$ cat src/rtl/core/tmgr_pkg.sv
package tmgr_pkg;

  localparam int SCREEN_WIDTH  = 160;
  localparam int SCREEN_HEIGHT = 128;
  localparam int MARGIN_LEFT   = 4;
  localparam int MARGIN_TOP    = 4;
  localparam int GLYPH_W       = 5;
  localparam int GLYPH_H       = 7;
  localparam int BAND_H        = 8;
  localparam int CELL_W        = 6;
  localparam int TEXT_ROWS     = (SCREEN_HEIGHT - MARGIN_TOP) / BAND_H;
  localparam int TEXT_COLS     = (SCREEN_WIDTH - MARGIN_LEFT) / CELL_W;
  localparam int TEXT_DEPTH    = TEXT_ROWS * TEXT_COLS;
  localparam int ADDR_W        = $clog2(TEXT_DEPTH);

  // field widths of the stream payload
  localparam int ROW_W   = 4;
  localparam int COL_W   = 5;
  localparam int CODE_W  = 8;
  localparam int PX_W    = 8;
  localparam int PY_W    = 7;
  localparam int COLOR_W = 16;

  // divide by CELL_W as multiply and shift, exact for dx below 512
  localparam int DIV6_MUL   = 171;
  localparam int DIV6_SHIFT = 10;

  localparam int GLYPH_IDX_W = 5;
  localparam logic [GLYPH_IDX_W-1:0] GLYPH_DIGIT0   = 5'd18;
  localparam logic [GLYPH_IDX_W-1:0] GLYPH_COLON    = 5'd28;
  localparam logic [GLYPH_IDX_W-1:0] GLYPH_MINUS    = 5'd29;
  localparam logic [GLYPH_IDX_W-1:0] GLYPH_SPACE    = 5'd30;
  localparam logic [GLYPH_IDX_W-1:0] GLYPH_FALLBACK = 5'd31;

  typedef enum logic [1:0] {
    REG_BAND_COUNT = 2'd0,
    REG_FG_COLOR   = 2'd1,
    REG_BG_COLOR   = 2'd2
  } reg_idx_t;

  localparam logic [ROW_W-1:0]   BAND_COUNT_RST = '0;
  localparam logic [COLOR_W-1:0] FG_COLOR_RST   = 16'hffff;
  localparam logic [COLOR_W-1:0] BG_COLOR_RST   = 16'h0000;

  localparam logic [4:0] GLYPH_ROM [0:31][0:6] = '{
    '{5'h0e, 5'h11, 5'h11, 5'h1f, 5'h11, 5'h11, 5'h11}, // A
    '{5'h1e, 5'h11, 5'h11, 5'h1e, 5'h11, 5'h11, 5'h1e}, // B
    '{5'h0e, 5'h11, 5'h10, 5'h10, 5'h10, 5'h11, 5'h0e}, // C
    '{5'h1e, 5'h11, 5'h11, 5'h11, 5'h11, 5'h11, 5'h1e}, // D
    '{5'h1f, 5'h10, 5'h10, 5'h1e, 5'h10, 5'h10, 5'h1f}, // E
    '{5'h0e, 5'h11, 5'h10, 5'h17, 5'h11, 5'h11, 5'h0f}, // G
    '{5'h11, 5'h11, 5'h11, 5'h1f, 5'h11, 5'h11, 5'h11}, // H
    '{5'h1f, 5'h04, 5'h04, 5'h04, 5'h04, 5'h04, 5'h1f}, // I
    '{5'h10, 5'h10, 5'h10, 5'h10, 5'h10, 5'h10, 5'h1f}, // L
    '{5'h11, 5'h1b, 5'h15, 5'h15, 5'h11, 5'h11, 5'h11}, // M
    '{5'h11, 5'h19, 5'h15, 5'h13, 5'h11, 5'h11, 5'h11}, // N
    '{5'h0e, 5'h11, 5'h11, 5'h11, 5'h11, 5'h11, 5'h0e}, // O
    '{5'h1e, 5'h11, 5'h11, 5'h1e, 5'h10, 5'h10, 5'h10}, // P
    '{5'h1e, 5'h11, 5'h11, 5'h1e, 5'h14, 5'h12, 5'h11}, // R
    '{5'h0f, 5'h10, 5'h10, 5'h0e, 5'h01, 5'h01, 5'h1e}, // S
    '{5'h1f, 5'h04, 5'h04, 5'h04, 5'h04, 5'h04, 5'h04}, // T
    '{5'h11, 5'h11, 5'h11, 5'h11, 5'h11, 5'h11, 5'h0e}, // U
    '{5'h11, 5'h11, 5'h0a, 5'h04, 5'h04, 5'h04, 5'h04}, // Y
    '{5'h0e, 5'h11, 5'h13, 5'h15, 5'h19, 5'h11, 5'h0e}, // 0
    '{5'h04, 5'h0c, 5'h04, 5'h04, 5'h04, 5'h04, 5'h0e}, // 1
    '{5'h0e, 5'h11, 5'h01, 5'h02, 5'h04, 5'h08, 5'h1f}, // 2
    '{5'h1e, 5'h01, 5'h01, 5'h0e, 5'h01, 5'h01, 5'h1e}, // 3
    '{5'h02, 5'h06, 5'h0a, 5'h12, 5'h1f, 5'h02, 5'h02}, // 4
    '{5'h1f, 5'h10, 5'h10, 5'h1e, 5'h01, 5'h01, 5'h1e}, // 5
    '{5'h0e, 5'h10, 5'h10, 5'h1e, 5'h11, 5'h11, 5'h0e}, // 6
    '{5'h1f, 5'h01, 5'h02, 5'h04, 5'h08, 5'h08, 5'h08}, // 7
    '{5'h0e, 5'h11, 5'h11, 5'h0e, 5'h11, 5'h11, 5'h0e}, // 8
    '{5'h0e, 5'h11, 5'h11, 5'h0f, 5'h01, 5'h01, 5'h0e}, // 9
    '{5'h00, 5'h04, 5'h04, 5'h00, 5'h04, 5'h04, 5'h00}, // colon
    '{5'h00, 5'h00, 5'h00, 5'h1f, 5'h00, 5'h00, 5'h00}, // minus
    '{5'h00, 5'h00, 5'h00, 5'h00, 5'h00, 5'h00, 5'h00}, // space
    '{5'h1f, 5'h11, 5'h05, 5'h02, 5'h04, 5'h00, 5'h04}  // fallback
  };

  function automatic logic [GLYPH_IDX_W-1:0] glyph_select(input logic [CODE_W-1:0] code);
    logic [CODE_W-1:0]      up;
    logic [GLYPH_IDX_W-1:0] idx;
    begin
      up = code;
      if (code >= "a" && code <= "z") begin
        up = code - 8'd32;
      end
      case (up)
        "A": idx = 5'd0;
        "B": idx = 5'd1;
        "C": idx = 5'd2;
        "D": idx = 5'd3;
        "E": idx = 5'd4;
        "G": idx = 5'd5;
        "H": idx = 5'd6;
        "I": idx = 5'd7;
        "L": idx = 5'd8;
        "M": idx = 5'd9;
        "N": idx = 5'd10;
        "O": idx = 5'd11;
        "P": idx = 5'd12;
        "R": idx = 5'd13;
        "S": idx = 5'd14;
        "T": idx = 5'd15;
        "U": idx = 5'd16;
        "Y": idx = 5'd17;
        ":": idx = GLYPH_COLON;
        "-": idx = GLYPH_MINUS;
        " ": idx = GLYPH_SPACE;
        default: begin
          if (up >= "0" && up <= "9") begin
            idx = GLYPH_DIGIT0 + GLYPH_IDX_W'(up - "0");
          end else begin
            idx = GLYPH_FALLBACK;
          end
        end
      endcase
      return idx;
    end
  endfunction

  // glyph row bits, bit 4 is the leftmost column; the eighth band line is blank
  function automatic logic [GLYPH_W-1:0] glyph_bits(input logic [GLYPH_IDX_W-1:0] idx,
                                                    input logic [2:0] grow);
    logic [GLYPH_W-1:0] bits;
    begin
      bits = '0;
      if (32'(grow) < GLYPH_H) begin
        bits = GLYPH_ROM[idx][grow];
      end
      return bits;
    end
  endfunction

endpackage

$ cat src/rtl/core/tmgr_ram.sv
module tmgr_ram #(
  parameter int WIDTH = 8,
  parameter int DEPTH = 390
) (
  input  logic                     clk,
  input  logic                     we,
  input  logic [$clog2(DEPTH)-1:0] waddr,
  input  logic [WIDTH-1:0]         wdata,
  input  logic                     re,
  input  logic [$clog2(DEPTH)-1:0] raddr,
  output logic [WIDTH-1:0]         rdata
);

  logic [WIDTH-1:0] mem [DEPTH];

  always_ff @(posedge clk) begin
    if (we) begin
      mem[waddr] <= wdata;
    end
    if (re) begin
      rdata <= mem[raddr];
    end
  end

endmodule

$ cat src/rtl/core/text_mode_glyph_renderer_top.sv
// 5x7 text overlay character generator. Requests on the s_ stream carry a kind bit in
// s_tuser: 0 stores char_code at (char_row, text_col) of a 15 x 26 text memory and gives
// no result, 1 asks for the RGB565 colour of pixel (pixel_x, pixel_y) and gives one
// result on the m_ stream, with m_tuser high when the pixel lies in a drawn text band.
// A request is taken in every cycle while the result side keeps up; s_tready drops only
// while a result is held at the output and another pixel request waits behind it. A
// pixel request's text memory read is registered at the accepting edge, and the glyph
// lookup fills the output register once that register is empty or being taken. A write
// is visible to any pixel request taken after it. String lengths are cleared by reset,
// the text memory is not; band_count, fg_color and bg_color sit at APB byte addresses
// 0, 4 and 8, to be written while the block is idle; the block does not enforce this.
module text_mode_glyph_renderer_top
  import tmgr_pkg::*;
(
  input  logic        clk,
  input  logic        rst,
  // apb configuration
  input  logic        psel,
  input  logic        penable,
  input  logic        pwrite,
  input  logic [3:0]  paddr,
  input  logic [31:0] pwdata,
  output logic [31:0] prdata,
  output logic        pready,
  // requests
  input  logic        s_tvalid,
  output logic        s_tready,
  input  logic [31:0] s_tdata,  // char_row[3:0], text_col[8:4], char_code[16:9],
                                // pixel_x[24:17], pixel_y[31:25]
  input  logic        s_tuser,  // op
  // pixel results
  output logic        m_tvalid,
  input  logic        m_tready,
  output logic [15:0] m_tdata,  // color[15:0]
  output logic        m_tuser   // drawn
);

  logic [ROW_W-1:0]   band_count;
  logic [COLOR_W-1:0] fg_color;
  logic [COLOR_W-1:0] bg_color;
  logic               cfg_wr;
  reg_idx_t           reg_idx;

  assign pready  = 1'b1;
  assign cfg_wr  = psel && penable && pwrite;
  assign reg_idx = reg_idx_t'(paddr[3:2]);

  always_ff @(posedge clk) begin
    if (rst) begin
      band_count <= BAND_COUNT_RST;
      fg_color   <= FG_COLOR_RST;
      bg_color   <= BG_COLOR_RST;
    end else if (cfg_wr) begin
      unique case (reg_idx)
        REG_BAND_COUNT: band_count <= pwdata[ROW_W-1:0];
        REG_FG_COLOR:   fg_color   <= pwdata[COLOR_W-1:0];
        REG_BG_COLOR:   bg_color   <= pwdata[COLOR_W-1:0];
        default: ;
      endcase
    end
  end

  always_comb begin
    unique case (reg_idx)
      REG_BAND_COUNT: prdata = 32'(band_count);
      REG_FG_COLOR:   prdata = 32'(fg_color);
      REG_BG_COLOR:   prdata = 32'(bg_color);
      default:        prdata = '0;
    endcase
  end

  // request fields
  logic [ROW_W-1:0]  in_row;
  logic [COL_W-1:0]  in_col;
  logic [CODE_W-1:0] in_code;
  logic [PX_W-1:0]   in_x;
  logic [PY_W-1:0]   in_y;

  assign in_row  = s_tdata[3:0];
  assign in_col  = s_tdata[8:4];
  assign in_code = s_tdata[16:9];
  assign in_x    = s_tdata[24:17];
  assign in_y    = s_tdata[31:25];

  // pipeline control
  logic s1_valid;
  logic s2_load;
  logic accept;
  logic pix_accept;
  logic wr_accept;

  assign s2_load    = s1_valid && (!m_tvalid || m_tready);
  assign s_tready   = !s1_valid || s2_load;
  assign accept     = s_tvalid && s_tready;
  assign pix_accept = accept && s_tuser;
  assign wr_accept  = accept && !s_tuser;

  // pixel geometry
  logic [3:0]     rows;
  logic [PY_W-1:0] dy;
  logic [ROW_W-1:0] pix_row;
  logic [2:0]     pix_grow;
  logic [PX_W-1:0] dx;
  logic [15:0]    dx_mul;
  logic [5:0]     pix_col;
  logic [2:0]     pix_gx;
  logic           in_band;
  logic           in_glyph;

  assign rows     = (32'(band_count) > TEXT_ROWS) ? ROW_W'(TEXT_ROWS) : band_count;
  assign dy       = in_y - PY_W'(MARGIN_TOP);
  assign pix_row  = dy[PY_W-1:3];
  assign pix_grow = dy[2:0];
  assign dx       = in_x - PX_W'(MARGIN_LEFT);
  assign dx_mul   = 16'(dx) * 16'(DIV6_MUL);
  assign pix_col  = dx_mul[DIV6_SHIFT +: 6];
  assign pix_gx   = 3'(dx - PX_W'(pix_col) * PX_W'(CELL_W));

  assign in_band = (32'(in_x) < SCREEN_WIDTH) && (32'(in_y) < SCREEN_HEIGHT)
                   && (32'(in_y) >= MARGIN_TOP) && (pix_row < rows);

  // string lengths, one read port shared by both request kinds
  logic [COL_W-1:0] row_end [TEXT_ROWS];
  logic [ROW_W-1:0] re_row;
  logic [COL_W-1:0] re_cur;
  logic [COL_W-1:0] re_next;
  logic             wr_in_range;

  assign re_row = s_tuser ? pix_row : in_row;
  assign re_cur = (32'(re_row) < TEXT_ROWS) ? row_end[re_row] : '0;

  assign in_glyph = (32'(pix_grow) < GLYPH_H) && (32'(in_x) >= MARGIN_LEFT)
                    && (32'(pix_gx) < GLYPH_W) && (32'(pix_col) < TEXT_COLS)
                    && (pix_col < 6'(re_cur));

  assign wr_in_range = (32'(in_row) < TEXT_ROWS) && (32'(in_col) < TEXT_COLS);

  always_comb begin
    re_next = re_cur;
    if (in_code == '0) begin
      if (in_col < re_cur) begin
        re_next = in_col;
      end
    end else if (in_col == '0) begin
      re_next = COL_W'(1);
    end else if (in_col == re_cur) begin
      re_next = in_col + COL_W'(1);
    end
  end

  always_ff @(posedge clk) begin
    if (rst) begin
      for (int i = 0; i < TEXT_ROWS; i++) begin
        row_end[i] <= '0;
      end
    end else if (wr_accept && wr_in_range) begin
      row_end[in_row] <= re_next;
    end
  end

  // text memory
  logic [ADDR_W-1:0] waddr;
  logic [ADDR_W-1:0] raddr;
  logic [CODE_W-1:0] cell_code;

  assign waddr = ADDR_W'(in_row) * ADDR_W'(TEXT_COLS) + ADDR_W'(in_col);
  assign raddr = (in_band && in_glyph)
                 ? ADDR_W'(pix_row) * ADDR_W'(TEXT_COLS) + ADDR_W'(pix_col)
                 : '0;

  tmgr_ram #(
    .WIDTH (CODE_W),
    .DEPTH (TEXT_DEPTH)
  ) u_text_ram (
    .clk   (clk),
    .we    (wr_accept && wr_in_range),
    .waddr (waddr),
    .wdata (in_code),
    .re    (pix_accept),
    .raddr (raddr),
    .rdata (cell_code)
  );

  // stage 1: cell code arrives from the memory
  logic       s1_drawn;
  logic       s1_lit;
  logic [2:0] s1_grow;
  logic [2:0] s1_gx;

  always_ff @(posedge clk) begin
    if (rst) begin
      s1_valid <= 1'b0;
    end else if (s_tready) begin
      s1_valid <= pix_accept;
    end
  end

  always_ff @(posedge clk) begin
    if (pix_accept) begin
      s1_drawn <= in_band;
      s1_lit   <= in_band && in_glyph;
      s1_grow  <= pix_grow;
      s1_gx    <= pix_gx;
    end
  end

  // stage 2: glyph lookup into the output register
  logic [GLYPH_W-1:0]  gbits;
  logic                gpix;
  logic [COLOR_W-1:0]  color_next;

  assign gbits = glyph_bits(glyph_select(cell_code), s1_grow);
  assign gpix  = gbits[3'(GLYPH_W - 1) - s1_gx];

  always_comb begin
    color_next = '0;
    if (s1_drawn) begin
      color_next = (s1_lit && gpix) ? fg_color : bg_color;
    end
  end

  always_ff @(posedge clk) begin
    if (rst) begin
      m_tvalid <= 1'b0;
    end else if (s2_load) begin
      m_tvalid <= 1'b1;
    end else if (m_tready) begin
      m_tvalid <= 1'b0;
    end
  end

  always_ff @(posedge clk) begin
    if (s2_load) begin
      m_tdata <= color_next;
      m_tuser <= s1_drawn;
    end
  end

endmodule
$ cat config.mk
export PLATFORM = sky130hd
export DESIGN_NAME = text_mode_glyph_renderer_top
export DESIGN_NICKNAME = d
export VERILOG_FILES = /design/src/rtl/core/tmgr_pkg.sv /design/src/rtl/core/tmgr_ram.sv /design/src/rtl/core/text_mode_glyph_renderer_top.sv
export SDC_FILE = /design/constraint.sdc
export NUM_CORES = 2
export LEC_CHECK = 0
export BUFFER_PORTS_ARGS = -buffer_cell sky130_fd_sc_hd__clkbuf_2
export CORE_UTILIZATION = 35
export DETAILED_ROUTE_END_ITERATION = 6
export PLACE_DENSITY_LB_ADDON = 0.08
export SYNTH_ARGS = -nofsm -noshare
export SYNTH_HDL_FRONTEND = slang
export SYNTH_SLANG_ARGS = --single-unit
$ cat constraint.sdc
create_clock -name clk -period 10.55 [get_ports clk]
set_clock_uncertainty 0.1 [all_clocks]
set_input_delay 2.6375 -clock clk [delete_from_list [all_inputs] [get_ports clk]]
set_output_delay 2.6375 -clock clk [all_outputs]
set_load 0.02 [all_outputs]
* Word level (Yosys, flattened, before mapping)
Memories as Yosys holds them, arrays and structs flattened. A register that Yosys moved wholly into a read port is not among the register bits.
Index checks and enable logic that the tools add are counted.
** Word-level totals
- Bits of input ports :: 76
- Output and inout port bits :: 52
- Bits in registers :: 63
- Memories :: 3
- Memory bits (writable) :: 3195
- ROM bits :: 1120
** Memories
- u_text_ram.mem :: depth 390, width 8, read ports 1, clocked after memory_dff 1, write ports 1, line tmgr_ram.sv:14 : logic [WIDTH-1:0] mem [DEPTH];
- (name not given) :: depth 32, width 35, read ports 1, clocked after memory_dff 0, write ports 0, line tmgr_pkg.sv:129 : bits = GLYPH_ROM[idx][grow];
- row_end :: depth 15, width 5, read ports 1, clocked after memory_dff 0, write ports 15, line text_mode_glyph_renderer_top.sv:123 : logic [COL_W-1:0] row_end [TEXT_ROWS];
** Cells by class
- Equality and inequality tests :: 24
- Muxes and demuxes :: 31
- Bitwise gates (word level) :: 2
- $mul :: 4
- Add/sub/neg operators :: 10
- Reduce and logical (&&, ||, !) cells :: 31
- Order comparisons :: 20
** Operators with widths (count)
- $eq A8 B7 Y1 const B :: 18
- $pmux W5 S21 :: 1
- $mux W35 :: 2
- $mux W5 :: 10
- $pmux W16 S3 :: 1
- $eq A8 B6 Y1 const B :: 3
- $logic_and A1 B1 Y1 :: 18
- $mul A4 B4 Y8 const B :: 2
- $mul A8 B8 Y16 const B :: 1
- $mux W16 :: 1
- $bmux W5 S3 :: 1
- $mux W1 :: 10
- $add A9 B5 Y9 :: 1
- $add A9 B6 Y9 :: 1
- $lt A3 B3 Y1 const B :: 3
- $mux W9 :: 1
- $ge A8 B3 Y1 const B :: 1
- $ge A8 B6 Y1 const B :: 1
- $ge A8 B7 Y1 const B :: 1
- $le A8 B6 Y1 const B :: 1
- $le A8 B7 Y1 const B :: 1
- $logic_not A8 Y1 :: 1
- $lt A4 B4 Y1 const B :: 2
- $lt A8 B8 Y1 const B :: 1
- other kinds (33) :: 39

* Depth between registers and ports, before layout
- Depth in word-level cells :: 19
- Mapped depth :: 39
- Gate-level depth less buffers :: 31

* Modules after synthesis
From an unflattened synthesis, not the netlist that was laid out.
** Second synthesis, totals
- Cell total of the unflattened synthesis :: 7321
- Area, all modules :: 133700.7 µm²
** By module, submodules not included
- tmgr_ram :: cells an instance 6023, area an instance 121839.4 µm², sequential area each 93930.1 µm², times used 1
- text_mode_glyph_renderer_top :: cells an instance 1298, area an instance 11861.4 µm², sequential area each 3763.6 µm², times used 1

* Worst setup path before layout
Ideal clock, no wire load.
- Path kind :: input-to-reg
- Start point :: in s_tdata[19]
- End point :: reg u_text_ram.rdata[3], read port of u_text_ram.mem, data pin
- Setup time :: 0.261 ns
- Buffers on the path :: 9
- Stages on the path :: 36
- Required time :: 10.189 ns
- Setup slack :: 0.121 ns
- Arrival :: 10.068 ns
- Cell sequence :: inv_1 > ha_1 > inv_1 > ha_1 > fa_1 > inv_1 > fa_1 > fa_1 > inv_1 > ha_1 > o211ai_1 > a21oi_1 > a31oi_1 > or2_1 > buf_4 > clkinv_2 > clkbuf_1 > buf_1 > clkbuf_1 > buf_1 > buf_1 > ha_1 > xnor2_1 > xnor3_1 > a21oi_4 > and4_1 > buf_6 > nand2_4 > buf_6 > buf_6 > o221ai_2 > o211ai_1 > a211o_1 > o31ai_1 > nor3_1 > a311o_1
** On the way
- Cells in the longest elaborated chain, start to end :: 10
- Elaborated cells between the ends (all ways) :: 18
- Classes of those cells :: add/sub: 3; mul: 2; order compare: 5; mux: 1; reduce/logical: 7
** Ends and longest elaborated chain
- start, declared :: line text_mode_glyph_renderer_top.sv:28 : input logic [31:0] s_tdata,
- $sub A8 B3 Y8 (*) :: line text_mode_glyph_renderer_top.sv:114 : assign dx = in_x - PX_W'(MARGIN_LEFT);
- $mul A8 B8 Y16 :: line text_mode_glyph_renderer_top.sv:115 : assign dx_mul = 16'(dx) * 16'(DIV6_MUL);
- $mul A6 B2 Y2 :: line text_mode_glyph_renderer_top.sv:117 : assign pix_gx = 3'(dx - PX_W'(pix_col) * PX_W'(CELL_W));
- $sub A3 B3 Y3 (*) :: line text_mode_glyph_renderer_top.sv:117
- via pix_gx[2] :: line text_mode_glyph_renderer_top.sv:106 : logic [2:0] pix_gx;
- $lt A3 B3 Y1 (*) :: line text_mode_glyph_renderer_top.sv:133 : && (32'(pix_gx) < GLYPH_W) && (32'(pix_col) < TEXT_COLS)
- $logic_and A1 B1 Y1 (*) (2 in a row) :: line text_mode_glyph_renderer_top.sv:133
- $logic_and A1 B1 Y1 (*) :: line text_mode_glyph_renderer_top.sv:134 : && (pix_col < 6'(re_cur));
- $logic_and A1 B1 Y1 (*) :: line text_mode_glyph_renderer_top.sv:167 : assign raddr = (in_band && in_glyph)
- $mux W9 (*) :: line text_mode_glyph_renderer_top.sv:168 : ? ADDR_W'(pix_row) * ADDR_W'(TEXT_COLS) + ADDR_W'(pix_col)
- end, declared :: line tmgr_ram.sv:11 : output logic [WIDTH-1:0] rdata
Mark *: on every way through the listed nets, which the timed path passes. The rest lies on a longest branch.
A chain may end at the register's enable or synchronous reset.

* Worst setup path in the final report
- Start point :: in s_tdata[21]
- End point :: reg u_text_ram.rdata[5], read port of u_text_ram.mem, data pin
** On the way
- Cells in the longest elaborated chain, start to end :: 10
- Elaborated cells between the ends (all ways) :: 18
- Classes of those cells :: add/sub: 3; mul: 2; order compare: 5; mux: 1; reduce/logical: 7
** Ends and longest elaborated chain (line)
- $sub A8 B3 Y8 :: text_mode_glyph_renderer_top.sv:114
- $mul A8 B8 Y16 :: text_mode_glyph_renderer_top.sv:115
- $mul A6 B2 Y2 :: text_mode_glyph_renderer_top.sv:117
- $sub A3 B3 Y3 :: text_mode_glyph_renderer_top.sv:117
- $lt A3 B3 Y1 :: text_mode_glyph_renderer_top.sv:133
- $logic_and A1 B1 Y1 (2 in a row) :: text_mode_glyph_renderer_top.sv:133
- $logic_and A1 B1 Y1 :: text_mode_glyph_renderer_top.sv:134
- $logic_and A1 B1 Y1 :: text_mode_glyph_renderer_top.sv:167
- $mux W9 (*) :: text_mode_glyph_renderer_top.sv:168
Every way passes the cells marked *; elsewhere a longest branch is shown, timed or not.

==> metrics.yaml <==
status: "finished, violations left"
violations: "design-rule violations"
cts.sinks: 3267
rsz0062_at_grt: "false"
synth-seq-area-share_pct: 72.7
nets: 10539
worst_path_most_repeated_cell: "buf_4"
critPathCaptureType: "register"
worstMarginPinSlew_ns: 1.29
worstHoldPathCells: 2
area_growth_pct: 19.0
rows: 227
n_fill_cell: 35004
fin_crit_sh_pct: 96.6
die_h_um: 622
ys_types: 118
synth_most_common_cell: "edfxtp_1"
coreArea_sq_mm: 0.382
holdCritPathClass: "register to register"
die_area_sq_mm: 0.387
htree_levels: 5
timing.final.crit_period_ns: 10.19
hold_start: "bg_color[3]"
p_total_mw: 45.7
worst-path-max-fanout: 6
yosys_warnings: 0
postCtsHoldBufs: 0
synth_top_area_cell: "edfxtp_1"
post_drt_wl_per_cell_um: 31.8
grt_pass1_wl_um: 691000
vias_per_cell: 5.63
cts_buffer_depth: 4
max-cap-violations: 0
synth_top_cells_by_count: "edfxtp_1, nand2_1, nor2_1"
floorplan.initialDensity_pct: 35.2
synthArstFlopShare_pct: 0
final_hold_viol_count: 0
fin_util_pct: 41.9
arrival_ns: 10.82
ant_nets: 0
cts_setup_buffers: 0
fin_area_sq_mm: 0.160
synthFlopType: "edfxtp_1"
drc: 4
startpoint_type: "primary input"
cts_resized: 0
grt_max_degree: 153
rr_endpoint: "m_tdata[3]"
placed_cell_area_sq_mm: 0.148
clkTransAtPathRegs_ns: 0.06
drtPass1Iterations: 7
cts_tree: "yes"
die_w_um: 622
gp_congestion: 0.876
hold-path-endpoint: "bg_color[3]"
antenna_found_initial: 26
port_buffers: 92
instances_no_fill: 15680
cp_slowest_stage_delay_ns: 0.73
fmax_ghz: 0.0981
cts-root-buf: "clkbuf_16"
p_leak_nw: 55.7
cts_buffers: 368
post_synth_main_area_contributors: "edfxtp_1, nand2_1, mux2i_1, o221ai_1, a31oi_1"
ys_seq_elements: 3267
crit_slowest_cell: "a211oi_1"
grt_use_total_pct: 25.0
relSlewSlack_pct: 13.6
peakVddDrop_mv: 0.472
critPathKind: "primary input to register"
reg2reg_setup_slack_ns: 4.21
slew_viol_final: 0
synth_edf_count: 3229
num_vias: 88223
r2r-start: "u_text_ram.rdata[3]"
synth.top_cell.area_share_pct: 72.1
setup_viol: 0
io_pins: 128
cellPowerDensity_mw_per_mm2: 286
grt_pass1_vias: 86085
dpl.hpwl_um: 326000
clk_latency_ns: 0.98
grt.overflow.total: 0
synthCells: 9467
required_ns: 11.17
avgSynthCellArea_sq_um: 14.2
rr_worst_depth: 18
routed_wl_um: 498000
drive_above_1_share_pct: 17.5
drtIter0Drc: 9147
dp_cells: 15003
syn_area_sq_mm: 0.134
[cells by family after synthesis]
family / count (synthesis) / share of synthesized area, %
adders and majority gates: 128 / 1.28
buffers and inverters: 756 / 2.66
xor gates and xnor gates: 42 / 0.308
muxes: 510 / 4.02
AOI/OAI and AO/OA: 1941 / 10.2
and+or+nand+nor: 2821 / 8.86
DFF: 3267 / 72.7
other: 2 / 0.00558
[flip-flops by register name, indices dropped and copies added, names as in the netlist]
register	flops
s1_grow	3
s1_drawn	1
s1_gx	3
row_end	76
band_count	4
u_text_ram.rdata	8
fg_color	16
m_tdata	16
u_text_ram.mem	3120
m_tuser	1
m_tvalid	1
bg_color	16
s1_lit	1
s1_valid	1
[worst max-delay path, delay by kind of cell]
| kind | cells | cell delay (ns) |
|---|---|---|
| adders and majority gates | 5 | 1.78 |
| buffers and inverters | 9 | 1.45 |
| AOI/OAI and AO/OA | 9 | 2.42 |
| and+or+nand+nor | 8 | 1.96 |
| xor gates and xnor gates | 2 | 0.53 |
[cells in the final DEF (no fill, tap or decap), types with 18 or more instances in the layout]
cell and n:
buf_4 902, conb_1 18, nand3_1 225, o221a_2 52
clkbuf_16 373, dfxtp_1 38, o21ai_0 200, nand2b_1 23
nand4_1 41, bufinv_16 24, xnor2_1 22, buf_12 161
edfxtp_1 3229, mux2i_1 457, clkinv_1 87, a221oi_1 60
o211ai_1 99, clkbuf_2 84, a21o_1 19, a211oi_1 37
a211o_1 24, ha_1 111, a31oi_1 404, a21oi_1 350
nor3_1 125, o22a_1 50, inv_1 77, nand2_1 1541
o2111ai_1 48, clkbuf_1 81, nor2b_1 30, mux4_2 21
nor4_1 33, o221ai_1 306, clkinv_2 57, and3_1 24
nor2_1 643, mux2_2 30, o22ai_1 90
[power by group]
group / total (mW) / internal, mW / switching (mW)
registers: 14.4 / 14.4 / 0.0852
logic: 18.8 / 5.97 / 12.8
clock network: 12.5 / 7.12 / 5.41
total: 45.7 / 27.4 / 18.3
[cell type report]
| type | instances | area (sq um) | share of cell area [%] |
|---|---|---|---|
| multi-input combinational | 5460 | 33500 | 21.0 |
| clock buffer | 457 | 9680 | 6.05 |
| antenna | 14 | 35.0 | 0.0219 |
| clock inverter | 206 | 1880 | 1.17 |
| timing repair buffer | 1155 | 10500 | 6.58 |
| inverter | 83 | 329 | 0.206 |
| tap | 5038 | 6300 | 3.94 |
| sequential | 3267 | 97700 | 61.1 |
[through the flow]
step / setup slack [ns] / setup TNS (ns) / hold slack, ns
finish: 0.356 / 0 / 0.374
global route: 0.0366 / 0 / 0.400
CTS: 0.414 / 0 / 0.378
detailed placement: -0.601 / -4.05 / 0.369
global placement: -0.609 / -4.10 / 0.356
floorplan: 0.121 / 0 / 0.350
[worst max-delay path by stage]
stage | startpoint | endpoint | cells past startpoint
final | s_tdata[21] | u_text_ram.rdata[5] | 33
after detailed placement | s_tdata[21] | u_text_ram.rdata[5] | 33
after floorplan | s_tdata[19] | u_text_ram.rdata[3] | 36
after global placement | s_tdata[19] | u_text_ram.rdata[0] | 36
after CTS | s_tdata[19] | u_text_ram.rdata[5] | 35
after global routing | s_tdata[21] | u_text_ram.rdata[4] | 35
[routing by layer]
metal | share of wire (%) | up-vias | global-route usage, %
met5 | 0 | - | 0
met4 | 2.9 | 0 | 7.07
met3 | 6.2 | 627 | 3.25
met2 | 47 | 3269 | 40.4
met1 | 44 | 45962 | 35.5
li1 | - | 38365 | -
Power figures use the tool's default switching activity.
